==> src/design/trajectory_rmse_max_error_core_macros.svh <==
// ----------------------------------------------------------------------------
// Assertion macros for the trajectory error core
// Shared concurrent assertion forms, clocked on clk_i and held off in reset.
// ----------------------------------------------------------------------------
`ifndef TRAJECTORY_RMSE_MAX_ERROR_CORE_MACROS_SVH
`define TRAJECTORY_RMSE_MAX_ERROR_CORE_MACROS_SVH

// check a plain property on every edge out of reset
`define TRMSE_ASSERT(lbl, prop, msg) \
  lbl: assert property (@(posedge clk_i) disable iff (!rst_ni) (prop)) else $error(msg);

// check that a condition implies a consequence in the same cycle
`define TRMSE_ASSERT_IMP(lbl, ante, cons, msg) \
  lbl: assert property (@(posedge clk_i) disable iff (!rst_ni) (ante) |-> (cons)) \
    else $error(msg);

`endif

==> src/design/trmse_pkg.sv <==
// ----------------------------------------------------------------------------
// trmse_pkg
// Types, widths and state codes shared by the trajectory error core.
// ----------------------------------------------------------------------------
`default_nettype none

package trmse_pkg;

  localparam int unsigned CoordW            = 24;
  localparam int unsigned DiffW             = 25;
  localparam int unsigned SqW               = 49;
  localparam int unsigned NormW             = 52;
  localparam int unsigned SumW              = 64;
  localparam int unsigned CntW              = 15;
  localparam int unsigned RmseW             = 24;
  localparam int unsigned TotW              = 25;
  localparam int unsigned OutCntW           = 13;
  localparam int unsigned RootW             = 32;
  localparam int unsigned SremW             = 34;
  localparam int unsigned IterW             = 6;
  localparam int unsigned AccW              = 50;
  localparam int unsigned MaxSamplesDefault = 4096;

  typedef struct packed {
    logic signed [CoordW-1:0] ref_x;
    logic signed [CoordW-1:0] ref_y;
    logic signed [CoordW-1:0] ref_z;
    logic signed [CoordW-1:0] rep_x;
    logic signed [CoordW-1:0] rep_y;
    logic signed [CoordW-1:0] rep_z;
    logic                     last;
  } in_item_t;

  typedef struct packed {
    logic [RmseW-1:0]   rmse_x;
    logic [RmseW-1:0]   rmse_y;
    logic [RmseW-1:0]   rmse_z;
    logic [TotW-1:0]    rmse_total;
    logic [TotW-1:0]    max_dist;
    logic [OutCntW-1:0] sample_count;
    logic               overflow;
  } out_item_t;

  typedef struct packed {
    logic [SumW-1:0]  sum_x;
    logic [SumW-1:0]  sum_y;
    logic [SumW-1:0]  sum_z;
    logic [NormW-1:0] max_sq;
    logic [CntW-1:0]  count;
    logic             too_many;
  } snap_t;

  typedef struct packed {
    logic full;
    logic empty;
  } q_stat_t;

  typedef enum logic [2:0] {
    BkIdle,
    BkDiv,
    BkSqrtAx,
    BkMul,
    BkAcc,
    BkSqrtTot,
    BkSqrtMax,
    BkOut
  } back_state_e;

endpackage

`default_nettype wire

==> src/design/trmse_fifo.sv <==
// ----------------------------------------------------------------------------
// trmse_fifo
// Two-entry queue of trajectory snapshots between the front and back parts.
// ----------------------------------------------------------------------------
`default_nettype none

module trmse_fifo (
  input  wire logic             clk_i,
  input  wire logic             rst_ni,
  input  wire logic             push_i,
  input  wire trmse_pkg::snap_t data_i,
  input  wire logic             pop_i,
  output trmse_pkg::snap_t      data_o,
  output trmse_pkg::q_stat_t    stat_o
);

  trmse_pkg::snap_t mem_q [2];
  logic             wptr_q, wptr_d;
  logic             rptr_q, rptr_d;
  logic [1:0]       cnt_q, cnt_d;
  logic             do_push, do_pop;

  assign stat_o.full  = (cnt_q == 2'd2);
  assign stat_o.empty = (cnt_q == 2'd0);
  assign do_push      = push_i && !stat_o.full;
  assign do_pop       = pop_i && !stat_o.empty;

  always_comb begin
    wptr_d = do_push ? !wptr_q : wptr_q;
    rptr_d = do_pop ? !rptr_q : rptr_q;
    cnt_d  = cnt_q + {1'b0, do_push} - {1'b0, do_pop};
  end

  always_ff @(posedge clk_i or negedge rst_ni) begin
    if (!rst_ni) begin
      wptr_q <= 1'b0;
      rptr_q <= 1'b0;
      cnt_q  <= 2'd0;
    end else begin
      wptr_q <= wptr_d;
      rptr_q <= rptr_d;
      cnt_q  <= cnt_d;
    end
  end

  always_ff @(posedge clk_i) begin
    if (do_push) begin
      mem_q[wptr_q] <= data_i;
    end
  end

  assign data_o = mem_q[rptr_q];

endmodule

`default_nettype wire

==> config.mk <==
export PLATFORM = sky130hd
export DESIGN_NAME = trmse_fifo
export DESIGN_NICKNAME = d
export VERILOG_FILES = /design/src/design/trajectory_rmse_max_error_core_macros.svh /design/src/design/trmse_pkg.sv /design/src/design/trmse_fifo.sv
export SDC_FILE = /design/constraint.sdc
export NUM_CORES = 1
export LEC_CHECK = 0
export BUFFER_PORTS_ARGS = -buffer_cell sky130_fd_sc_hd__buf_2
export CAP_MARGIN = 30
export CORE_MARGIN = 2
export CORE_UTILIZATION = 40
export CTS_BUF_LIST = sky130_fd_sc_hd__clkbuf_4 sky130_fd_sc_hd__clkbuf_8
export DETAILED_ROUTE_END_ITERATION = 7
export GPL_TIMING_DRIVEN = 0
export PLACE_DENSITY_LB_ADDON = 0.1
export SKIP_CTS_REPAIR_TIMING = 1
export SLEW_MARGIN = 20
export SYNTH_ARGS = -nofsm -noshare
export SYNTH_HDL_FRONTEND = slang
export SYNTH_SLANG_ARGS = --single-unit
export TNS_END_PERCENT = 1
==> constraint.sdc <==
create_clock -name clk_i -period 35.5 [get_ports clk_i]
set_input_delay 3.55 -clock clk_i [delete_from_list [all_inputs] [get_ports clk_i]]
set_output_delay 3.55 -clock clk_i [all_outputs]
set_load 0.03 [all_outputs]
==> metrics.md <==
| Metric | Value |
|---|---|
| Peak Freq | `~0.18 GHz` |
| Fin crit share | `roughly 16%` |
| First-pass GRT wire length | `64,500 um` |
| P&R area growth vs syn | `28.7%` |
| TritonRoute pass-1 iters | `5` |
| Outcome | `finished clean` |
| Relative slew slack | `a little over half` |
| Htree depth | `3` |
| Mean area per synthesized cell | `around 24 um^2` |
| CTS tree | `built` |
| Final setup violating endpoints | `0` |
| VDD IR max | `around 0.045 mV` |
| Cells after Synth | `827` |
| Iter 0 DRT Violations | `around 400` |
| Clock Pin Slew Worst Setup and Hold Paths | `approximately 60 ps` |
| Worst setup path end | `data_o[153]` |
| Remaining DRCs | `0` |
| Core ar. | `between 40,000 and 50,000 um^2` |
| Die outline width | `roughly 230 um` |
| Final core utilization | `roughly 52%` |
| Netlist cell types | `15` |
| Slew @ Worst Pin | `a little over 700 ps` |
| Hold depth | `1` |
| Setup TNS | `0 ps` |
| Share of cells above drive strength 1 | `63.4%` |
| Most common cell after layout, fill and taps aside | `buf_2` |
| Vias in the first global route | `approximately 11,000` |
| Post-route minimum period | `about 5700 ps` |
| Port-buffer cells | `~530` |
| TritonCTS Buffers | `88` |
| Initial antenna violation count | `27` |
| Syn nets | `around 1,100` |
| Crit-path most repeated cell | `buf_6` |
| Crit Path Class | `flip-flop to output pin` |
| CP Max Fanout | `10` |
| Die Span Y | `~230 um` |
| Initial Util | `roughly two fifths` |
| RSZ-0062 raised after global routing | `no` |
| Num Clock Sinks | `524` |
| Area of the multi-input gates | `about 3700 um^2` |
| Worst Path Arrival | `around 2100 ps` |
| Sequential cell area fraction in the yosys report | `between 70 and 80%` |
| Reg-to-reg endpoint | `mem_q[1][224]` |
| Startpoint Class | `flip-flop` |
| Slew Limit Fails | `0` |
| Most frequent cells in the layout | `532 x buf_2, 520 x edfxtp_1, 190 x mux2_4` |
| IO Pins | `526` |
| Hold slack | `516 ps` |
| # nets final | `~1,700` |
| CP max stage delay | `~360 ps` |
| Max-Cap Viols | `0` |
| Largest net degree at the start of global routing | `46` |
| Cell area after placement | `23,700 um^2` |
| Synth Warn # | `0` |
| CP endpoint kind | `output pin` |
| CTS Root Cell | `clkbuf_8` |
| Post-synthesis register bit count | `approximately 520` |
| Synthesized area | `about 20,000 um^2` |
| Critical path, cell by cell | `buf_6 -> buf_6 -> buf_6 -> mux2_4 -> buf_2` |
| R2R depth | `5` |
| Final Wtd Congestion | `0.740` |
| Fill cell count | `roughly 4,100` |
| R2R Path Start | `cnt_q[1]` |
| DP HPWL | `about 33,000 um` |
| Number of placement rows | `81` |
| Register Area | `about 16,000 um^2` |
| Total track usage | `17.3%` |
| Worst hold path type | `flip-flop to flip-flop` |
| Pwr dens | `91.2 nW/um^2` |
| Vias/cell | `about 4.6` |
| Remaining antenna violation count | `0` |
| Routed len/inst | `around 20 um` |
| R2R setup slack | `around 33,000 ps` |
| Final instance area | `~25,000 um^2` |
| Critical Path RT | `31,950 ps` |
| Die area | `between 50,000 and 60,000 um^2` |
| Routed wire length | `45,300 um` |
| Pleak | `about 10 nW` |
| CP max stage cell | `mux2_4` |
| GR Overflow Total | `0` |
| Setup Skew | `roughly 23 ps` |
| Worst Setup SP | `rptr_q` |
| Vias | `between 10,000 and 15,000` |
| Clock Tree Buf Depth | `3` |
| Final Hold Viols | `0` |
| Clk Latency, worst-skew pair | `650 ps` |
## synthesized netlist by cell type
master	n	area share [%]
dfrtp_1	4	0.51
ha_1	2	0.13
xnor2_1	3	0.13
mux2_2	70	4.0
xor2_1	1	0.044
and3_1	1	0.032
nor2b_1	1	0.032
nand2b_1	1	0.032
nor2_1	2	0.038
nand2_1	1	0.019
mux2_4	190	14
buf_2	7	0.18
buf_6	22	1.3
inv_1	2	0.038
edfxtp_1	520	79
## power breakdown
part / switching (mW) / leakage, nW / internal [mW]
Sequential: 0.0288 / 4.87 / 0.844
Clock: 0.227 / 0.855 / 0.273
Combinational: 0.579 / 4.34 / 0.365
Total: 0.835 / 10.1 / 1.48
## layer usage
metal | vias to the layer above | GRT usage [%] | part of all wire (%)
li1 | 4620 | - | -
met1 | 4960 | 18.5 | 37
met2 | 377 | 29.1 | 51
met3 | 94 | 7.60 | 9.5
met4 | 22 | 8.34 | 2.7
met5 | - | 0 | 0.28
## kinds of logic after synthesis
logic type / count (synthesis) / synth area share, %
flip-flops: 524 / 79.6
AND/OR/NAND/NOR: 6 / 0.152
buffers and inverters: 31 / 1.47
XOR/XNOR: 4 / 0.178
adder cells (fa/ha/maj): 2 / 0.127
multiplexers: 260 / 18.4
## critical path: cells and delay by family (launching register included)
kind	cells	cell delay, ps
flops	1	330
buf+inv	4	770
mux	1	360
## per-stage QoR
step / power, mW / worst slack (ps) / cells
final: 2.32 / 29830 / 2203
after global routing: 2.42 / 29710 / 2194
after CTS: 2.35 / 29690 / 2185
after detailed placement: 1.85 / 29900 / 2036
after global placement: 1.89 / 12810 / 2016
after floorplan: 1.60 / 20200 / 827
## worst min path at each step
stage / startpoint / to / slack, ps
finish: cnt_q[1] / cnt_q[1] / 520
global route: cnt_q[1] / cnt_q[1] / 540
CTS: cnt_q[1] / cnt_q[1] / 520
detailed placement: cnt_q[1] / cnt_q[1] / 500
global placement: wptr_q / wptr_q / 480
floorplan: wptr_q / wptr_q / 460
## registers in the layout (all words and copies together) (netlist names)
signal  flops
mem_q     520
wptr_q      1
cnt_q       2
rptr_q      1
## cell type report
| class | count | share of cell area, % |
|---|---|---|
| clock inverters | 30 | 0.621 |
| clock buffers | 119 | 5.78 |
| diodes | 18 | 0.177 |
| well taps | 664 | 3.27 |
| multi-input cells | 272 | 14.7 |
| inverters | 2 | 0.0296 |
| flip-flops and latches | 524 | 61.9 |
| plain buffers | 29 | 1.11 |
| repair buffers | 545 | 12.4 |
(Power assumes the default switching activity.)
