==> src/design/trajectory_rmse_max_error_core_macros.svh <==
// ----------------------------------------------------------------------------
// Assertion macros for the trajectory error core
// Shared concurrent assertion forms, clocked on clk_i and held off in reset.
// ----------------------------------------------------------------------------
`ifndef TRAJECTORY_RMSE_MAX_ERROR_CORE_MACROS_SVH
`define TRAJECTORY_RMSE_MAX_ERROR_CORE_MACROS_SVH

// check a plain property on every edge out of reset
`define TRMSE_ASSERT(lbl, prop, msg) \
  lbl: assert property (@(posedge clk_i) disable iff (!rst_ni) (prop)) else $error(msg);

// check that a condition implies a consequence in the same cycle
`define TRMSE_ASSERT_IMP(lbl, ante, cons, msg) \
  lbl: assert property (@(posedge clk_i) disable iff (!rst_ni) (ante) |-> (cons)) \
    else $error(msg);

`endif

==> src/design/trmse_pkg.sv <==
// ----------------------------------------------------------------------------
// trmse_pkg
// Types, widths and state codes shared by the trajectory error core.
// ----------------------------------------------------------------------------
`default_nettype none

package trmse_pkg;

  localparam int unsigned CoordW            = 24;
  localparam int unsigned DiffW             = 25;
  localparam int unsigned SqW               = 49;
  localparam int unsigned NormW             = 52;
  localparam int unsigned SumW              = 64;
  localparam int unsigned CntW              = 15;
  localparam int unsigned RmseW             = 24;
  localparam int unsigned TotW              = 25;
  localparam int unsigned OutCntW           = 13;
  localparam int unsigned RootW             = 32;
  localparam int unsigned SremW             = 34;
  localparam int unsigned IterW             = 6;
  localparam int unsigned AccW              = 50;
  localparam int unsigned MaxSamplesDefault = 4096;

  typedef struct packed {
    logic signed [CoordW-1:0] ref_x;
    logic signed [CoordW-1:0] ref_y;
    logic signed [CoordW-1:0] ref_z;
    logic signed [CoordW-1:0] rep_x;
    logic signed [CoordW-1:0] rep_y;
    logic signed [CoordW-1:0] rep_z;
    logic                     last;
  } in_item_t;

  typedef struct packed {
    logic [RmseW-1:0]   rmse_x;
    logic [RmseW-1:0]   rmse_y;
    logic [RmseW-1:0]   rmse_z;
    logic [TotW-1:0]    rmse_total;
    logic [TotW-1:0]    max_dist;
    logic [OutCntW-1:0] sample_count;
    logic               overflow;
  } out_item_t;

  typedef struct packed {
    logic [SumW-1:0]  sum_x;
    logic [SumW-1:0]  sum_y;
    logic [SumW-1:0]  sum_z;
    logic [NormW-1:0] max_sq;
    logic [CntW-1:0]  count;
    logic             too_many;
  } snap_t;

  typedef struct packed {
    logic full;
    logic empty;
  } q_stat_t;

  typedef enum logic [2:0] {
    BkIdle,
    BkDiv,
    BkSqrtAx,
    BkMul,
    BkAcc,
    BkSqrtTot,
    BkSqrtMax,
    BkOut
  } back_state_e;

endpackage

`default_nettype wire

==> src/design/trmse_back.sv <==
// ----------------------------------------------------------------------------
// trmse_back
// Sequencer that turns one snapshot into a result: serial divide by the
// count, serial square roots and the total norm, then a result register.
// ----------------------------------------------------------------------------
`default_nettype none

module trmse_back (
  input  wire logic               clk_i,
  input  wire logic               rst_ni,
  input  wire trmse_pkg::q_stat_t q_stat_i,
  input  wire trmse_pkg::snap_t   q_data_i,
  output logic                    q_pop_o,
  output logic                    empty,
  input  wire logic               pop,
  output trmse_pkg::out_item_t    res_o
);

  localparam int unsigned SumW  = trmse_pkg::SumW;
  localparam int unsigned CntW  = trmse_pkg::CntW;
  localparam int unsigned RootW = trmse_pkg::RootW;
  localparam int unsigned SremW = trmse_pkg::SremW;
  localparam int unsigned IterW = trmse_pkg::IterW;
  localparam int unsigned AccW  = trmse_pkg::AccW;
  localparam int unsigned RmseW = trmse_pkg::RmseW;
  localparam int unsigned TotW  = trmse_pkg::TotW;
  localparam int unsigned NormW = trmse_pkg::NormW;

  trmse_pkg::back_state_e state_q, state_d;
  trmse_pkg::snap_t       snap_q;
  logic [1:0]             axis_q;
  logic [IterW-1:0]       cnt_q;
  logic [SumW-1:0]        dvd_q;
  logic [CntW-1:0]        drem_q;
  logic [SumW-1:0]        srad_q;
  logic [SremW-1:0]       srem_q;
  logic [RootW-1:0]       sroot_q;
  logic [RmseW-1:0]       rootax_q [3];
  logic [2*RmseW-1:0]     prod_q;
  logic [AccW-1:0]        tot_q;
  logic [TotW-1:0]        total_q;
  logic [TotW-1:0]        maxr_q;
  logic                   res_valid_q;
  trmse_pkg::out_item_t   res_q;

  logic [CntW-1:0]        n_eff;
  logic [CntW:0]          rsh, rdif;
  logic                   dge;
  logic [CntW-1:0]        drem_nx;
  logic [SumW-1:0]        dvd_nx;
  logic [SremW+1:0]       rem2, trial, sdif;
  logic                   sge;
  logic [SremW-1:0]       srem_nx;
  logic [RootW-1:0]       sroot_nx;
  logic [AccW-1:0]        tot_nx;
  logic [SumW-1:0]        sum_next;
  logic                   div_done, sqrt_done, out_free;
  logic [RmseW-1:0]       root_sel;

  assign n_eff     = (snap_q.count == '0) ? CntW'(1) : snap_q.count;
  assign div_done  = (cnt_q == IterW'(SumW - 1));
  assign sqrt_done = (cnt_q == IterW'(RootW - 1));
  assign out_free  = !res_valid_q || pop;
  assign root_sel  = rootax_q[axis_q];

  always_comb begin
    rsh      = {drem_q, dvd_q[SumW-1]};
    rdif     = rsh - {1'b0, n_eff};
    dge      = (rsh >= {1'b0, n_eff});
    drem_nx  = dge ? rdif[CntW-1:0] : rsh[CntW-1:0];
    dvd_nx   = {dvd_q[SumW-2:0], dge};
    rem2     = {srem_q, srad_q[SumW-1:SumW-2]};
    trial    = {2'b00, sroot_q, 2'b01};
    sdif     = rem2 - trial;
    sge      = (rem2 >= trial);
    srem_nx  = sge ? sdif[SremW-1:0] : rem2[SremW-1:0];
    sroot_nx = {sroot_q[RootW-2:0], sge};
    tot_nx   = tot_q + AccW'(prod_q);
    case (axis_q)
      2'd0:    sum_next = snap_q.sum_y;
      default: sum_next = snap_q.sum_z;
    endcase
  end

  always_comb begin
    state_d = state_q;
    q_pop_o = 1'b0;
    case (state_q)
      trmse_pkg::BkIdle: begin
        if (!q_stat_i.empty) begin
          q_pop_o = 1'b1;
          state_d = trmse_pkg::BkDiv;
        end
      end
      trmse_pkg::BkDiv:     if (div_done) state_d = trmse_pkg::BkSqrtAx;
      trmse_pkg::BkSqrtAx:  if (sqrt_done) state_d = trmse_pkg::BkMul;
      trmse_pkg::BkMul:     state_d = trmse_pkg::BkAcc;
      trmse_pkg::BkAcc: begin
        state_d = (axis_q == 2'd2) ? trmse_pkg::BkSqrtTot : trmse_pkg::BkDiv;
      end
      trmse_pkg::BkSqrtTot: if (sqrt_done) state_d = trmse_pkg::BkSqrtMax;
      trmse_pkg::BkSqrtMax: if (sqrt_done) state_d = trmse_pkg::BkOut;
      trmse_pkg::BkOut:     if (out_free) state_d = trmse_pkg::BkIdle;
      default:              state_d = trmse_pkg::BkIdle;
    endcase
  end

  always_ff @(posedge clk_i or negedge rst_ni) begin
    if (!rst_ni) begin
      state_q     <= trmse_pkg::BkIdle;
      res_valid_q <= 1'b0;
    end else begin
      state_q <= state_d;
      if (state_q == trmse_pkg::BkOut && out_free) begin
        res_valid_q <= 1'b1;
      end else if (pop) begin
        res_valid_q <= 1'b0;
      end
    end
  end

  always_ff @(posedge clk_i) begin
    case (state_q)
      trmse_pkg::BkIdle: begin
        snap_q <= q_data_i;
        dvd_q  <= q_data_i.sum_x;
        drem_q <= '0;
        cnt_q  <= '0;
        axis_q <= 2'd0;
        tot_q  <= '0;
      end
      trmse_pkg::BkDiv: begin
        dvd_q  <= dvd_nx;
        drem_q <= drem_nx;
        if (div_done) begin
          cnt_q   <= '0;
          srad_q  <= dvd_nx;
          srem_q  <= '0;
          sroot_q <= '0;
        end else begin
          cnt_q <= cnt_q + IterW'(1);
        end
      end
      trmse_pkg::BkSqrtAx, trmse_pkg::BkSqrtTot, trmse_pkg::BkSqrtMax: begin
        if (sqrt_done) begin
          cnt_q   <= '0;
          srem_q  <= '0;
          sroot_q <= '0;
          if (state_q == trmse_pkg::BkSqrtAx) begin
            rootax_q[axis_q] <= sroot_nx[RmseW-1:0];
          end else if (state_q == trmse_pkg::BkSqrtTot) begin
            total_q <= sroot_nx[TotW-1:0];
            srad_q  <= {{(SumW-NormW){1'b0}}, snap_q.max_sq};
          end else begin
            maxr_q <= sroot_nx[TotW-1:0];
          end
        end else begin
          srad_q  <= {srad_q[SumW-3:0], 2'b00};
          srem_q  <= srem_nx;
          sroot_q <= sroot_nx;
          cnt_q   <= cnt_q + IterW'(1);
        end
      end
      trmse_pkg::BkMul: begin
        prod_q <= root_sel * root_sel;
      end
      trmse_pkg::BkAcc: begin
        tot_q <= tot_nx;
        if (axis_q == 2'd2) begin
          srad_q  <= {{(SumW-AccW){1'b0}}, tot_nx};
          srem_q  <= '0;
          sroot_q <= '0;
          cnt_q   <= '0;
        end else begin
          axis_q <= axis_q + 2'd1;
          dvd_q  <= sum_next;
          drem_q <= '0;
          cnt_q  <= '0;
        end
      end
      trmse_pkg::BkOut: begin
        if (out_free) begin
          res_q.rmse_x       <= rootax_q[0];
          res_q.rmse_y       <= rootax_q[1];
          res_q.rmse_z       <= rootax_q[2];
          res_q.rmse_total   <= total_q;
          res_q.max_dist     <= maxr_q;
          res_q.sample_count <= snap_q.count[trmse_pkg::OutCntW-1:0];
          res_q.overflow     <= snap_q.too_many;
        end
      end
      default: begin
      end
    endcase
  end

  assign empty = !res_valid_q;
  assign res_o = res_q;

endmodule

`default_nettype wire

==> config.mk <==
export PLATFORM = sky130hd
export DESIGN_NAME = trmse_back
export DESIGN_NICKNAME = d
export VERILOG_FILES = /design/src/design/trajectory_rmse_max_error_core_macros.svh /design/src/design/trmse_pkg.sv /design/src/design/trmse_back.sv
export SDC_FILE = /design/constraint.sdc
export NUM_CORES = 2
export LEC_CHECK = 0
export BUFFER_PORTS_ARGS = -buffer_cell sky130_fd_sc_hd__buf_2
export CAP_MARGIN = 15
export CORE_UTILIZATION = 56
export DETAILED_ROUTE_END_ITERATION = 8
export GPL_TIMING_DRIVEN = 0
export PLACE_DENSITY = 0.78
export SYNTH_ARGS = -nofsm -noshare
export SYNTH_HDL_FRONTEND = slang
export SYNTH_SLANG_ARGS = --single-unit
export TNS_END_PERCENT = 100
==> constraint.sdc <==
create_clock -name clk_i -period 15.05 [get_ports clk_i]
set_input_delay 2.2575 -clock clk_i [delete_from_list [all_inputs] [get_ports clk_i]]
set_output_delay 2.2575 -clock clk_i [all_outputs]
set_load 0.02 [all_outputs]
==> flow_summary.yaml <==
sta:
  slew_viol_final: 0
  rsz0062_at_grt: "no"
  max_freq_ghz: 0.09513
  skew_ps: 49.33
  setup_violations: 0
  hold_viol: 0
  final.period_utilization_pct: 69.84
  final.setup.tns_ps: 0
  worst_pin_slew_ps: 1287
  period_minus_slack_ps: 10510
  relSlewSlack_pct: 13.64
global_route:
  overflow: 0
  antenna_found_initial: 13
  grt_max_degree: 65
  grt_pass1_wl_um: 216400
  grt_pass1_vias: 37330
  grtUsageTotal_pct: 30.78
placement:
  gp_congestion: 1.036
  io_buffers: 401
  dp_hpwl_um: 108600
status:
  status: "finished, final reports clean"
clock_network:
  cts_tree: "done"
  h-tree-depth: 3
  cts.path.max_buffers: 3
  cts.clk_slew.worst_paths_ps: 70
  cts_resized: 0
  insertion_delay_ps: 680
  clock_tree.root_cell: "clkbuf_16"
  cts_made_buffers: 81
  ctsHoldBuffers: 0
  clock-sinks: 798
  post_cts_buffers: 0
floorplan:
  die_x_um: 304.9
  row_count: 110
  die_y_um: 304.9
  start_util_pct: 56.84
  core_area_mm2: 0.09042
  die_area_mm2: 0.09299
  pin_count: 403
route:
  drtIter0Drc: 3556
  post-route-drc-count: 0
  drt_first_pass_iters: 6
  num_vias: 36640
  met3_length_um: 13460
  drt_wl_total_um: 142200
  drtAntennaViolNets: 0
  wl_per_cell_um: 22.75
  top_layer: "met5"
  dr_wl_met2_um: 67150
  wl_met1_um: 53610
  via_per_inst: 5.863
logic_synthesis:
  synthesis.instances: 4479
  synth_edf_count: 792
  ys.flop_type: "edfxtp_1"
  synth_nets: 5446
  ys_ff_latch: 798
  syn_area_per_cell_um2: 11.47
  yosysWarnings: 0
  synth.distinct_cells: 86
  netlist_area_mm2: 0.05139
  synth-seq-area-share_pct: 46.55
  ys_async_sr_fraction_pct: 0.5013
finish:
  layout_common_cells: "edfxtp_1, inv_1, fa_1, nand2_1"
  nNetsFinal: 5964
  drive_gt1_share_pct: 12.58
  layout_commonest_cell: "edfxtp_1"
  fill_cells: 6736
  syn_to_final_growth_pct: 14.03
setup_path:
  cp-end-kind: "register"
  reg2reg_slack_ps: 4540
  cp.arrival_ps: 10920
  worstReg2RegEnd: "prod_q[41]"
  critical_path_required_ps: 15460
  cp-start-kind: "register"
  cp_max_fo: 10
  reg2reg_depth: 27
  worstSetupPathType: "reg -> reg"
hold_path:
  hold_depth: 0
  hold_path_end: "res_o[43]"
  hold_start: "total_q[4]"
  hp-class: "reg -> reg"
job:
  drv_cap: 0
cell families (layout without fill, tap and decap cells):
logic type / Yosys count / count (layout) / share of synthesized area, %
buf+inv: 875 / 1460 / 6.415
other cells: 0 / 10 / 0
fa+ha+maj: 702 / 702 / 23.34
xor+xnor: 118 / 118 / 2.011
mux: 151 / 151 / 3.002
compound gates: 722 / 722 / 9.329
simple gates: 1113 / 1113 / 9.353
flops: 798 / 798 / 46.55
layout make-up:
cell class | instances | area, um^2 | area share [%]
antenna | 10 | 25.02 | 0.04270
timing repair buffer | 435 | 2716 | 4.635
inverter | 716 | 2688 | 4.586
clock buffer | 95 | 2100 | 3.582
sequential | 798 | 23920 | 40.82
buffer | 159 | 609.3 | 1.040
tap | 1176 | 1471 | 2.511
clock inverter | 55 | 830.8 | 1.418
multi-input combinational | 2806 | 24240 | 41.37
worst max path at each step:
stage,startpoint,to,slack (ps)
CTS,register,prod_q[41],4820
global placement,pop,res_o[90],1520
finish,register,prod_q[41],4540
floorplan,state_q[2],state_q[2],5400
detailed placement,register,prod_q[41],4890
global route,register,prod_q[41],4370
synthesized netlist by cell type (11+ instances only):
cell,number,area [um^2]
nand2_1,414,1554
a22o_1,13,113.9
a31oi_1,22,137.6
a21o_1,46,345.3
xnor2_1,80,700.7
nor2b_1,18,112.6
ha_1,274,3428
a221o_1,66,660.6
o21bai_1,18,135.1
nand2b_1,20,125.1
fa_1,428,8568
and2_1,18,112.6
o211ai_1,19,142.6
a21oi_1,230,1151
mux2i_1,126,1261
nor2_1,415,1558
xor2_1,38,332.8
o31ai_1,12,90.09
inv_1,709,2661
o21a_1,34,255.2
nand3_1,57,285.3
nand4_1,23,143.9
and3_1,30,187.7
o21ai_1,21,105.1
o21ai_0,124,620.6
or2_2,14,87.58
clkbuf_1,138,518.0
o22a_1,12,105.1
buf_1,11,41.29
nor3_1,57,285.3
mux2_2,25,281.5
a211oi_1,23,172.7
edfxtp_1,792,23780
registers in the layout, indices dropped and copies added (netlist names), named ones only:
signal	cells
axis_q	2
cnt_q	6
drem_q	15
dvd_q	64
maxr_q	25
prod_q	47
res_o	136
res_valid_q	1
rootax_q	96
snap_q	196
srad_q	64
srem_q	34
sroot_q	32
state_q	3
tot_q	50
total_q	25
critical path, stage by stage, from the launching register on:
cell      delay, ps
dfxtp_1         420
clkbuf_1        600
mux2_2          420
o21ai_1         960
clkinv_1        750
clkbuf_1        510
nand2_1         190
fa_1            470
inv_1           100
fa_1            460
fa_1            520
inv_1            60
fa_1            490
inv_1            50
fa_1            490
fa_1            550
inv_1            60
fa_1            640
inv_1            80
ha_1            360
a21oi_1         280
nor2_1           90
a211oi_1        240
o221ai_1        210
a21oi_1         500
o21ai_0         210
a311oi_1        380
xnor2_1         120
metal layers:
| metal | GRT usage, % | vias up |
|---|---|---|
| li1 | - | 16370 |
| met1 | 38.85 | 17920 |
| met2 | 49.77 | 1935 |
| met3 | 7.204 | 412 |
| met4 | 15.60 | 8 |
| met5 | 0 | - |
through the flow:
| step | hold WS [ps] | cells | worst slack (ps) | util [%] | cell area [um^2] |
|---|---|---|---|---|---|
| final | 406.6 | 6250 | 4539 | 64.81 | 58610 |
| after detailed placement | 404.5 | 6090 | 4891 | 61.54 | 55650 |
| after global routing | 420.3 | 6246 | 4366 | 64.80 | 58590 |
| after global placement | 402.4 | 6056 | 1517 | 60.69 | 54880 |
| after floorplan | 400.3 | 4479 | 5400 | - | 51400 |
| after CTS | 413.4 | 6240 | 4817 | 64.78 | 58580 |
Power is not shown: default switching activity piles up to over one toggle a cycle in this logic, so the estimate is an artifact.
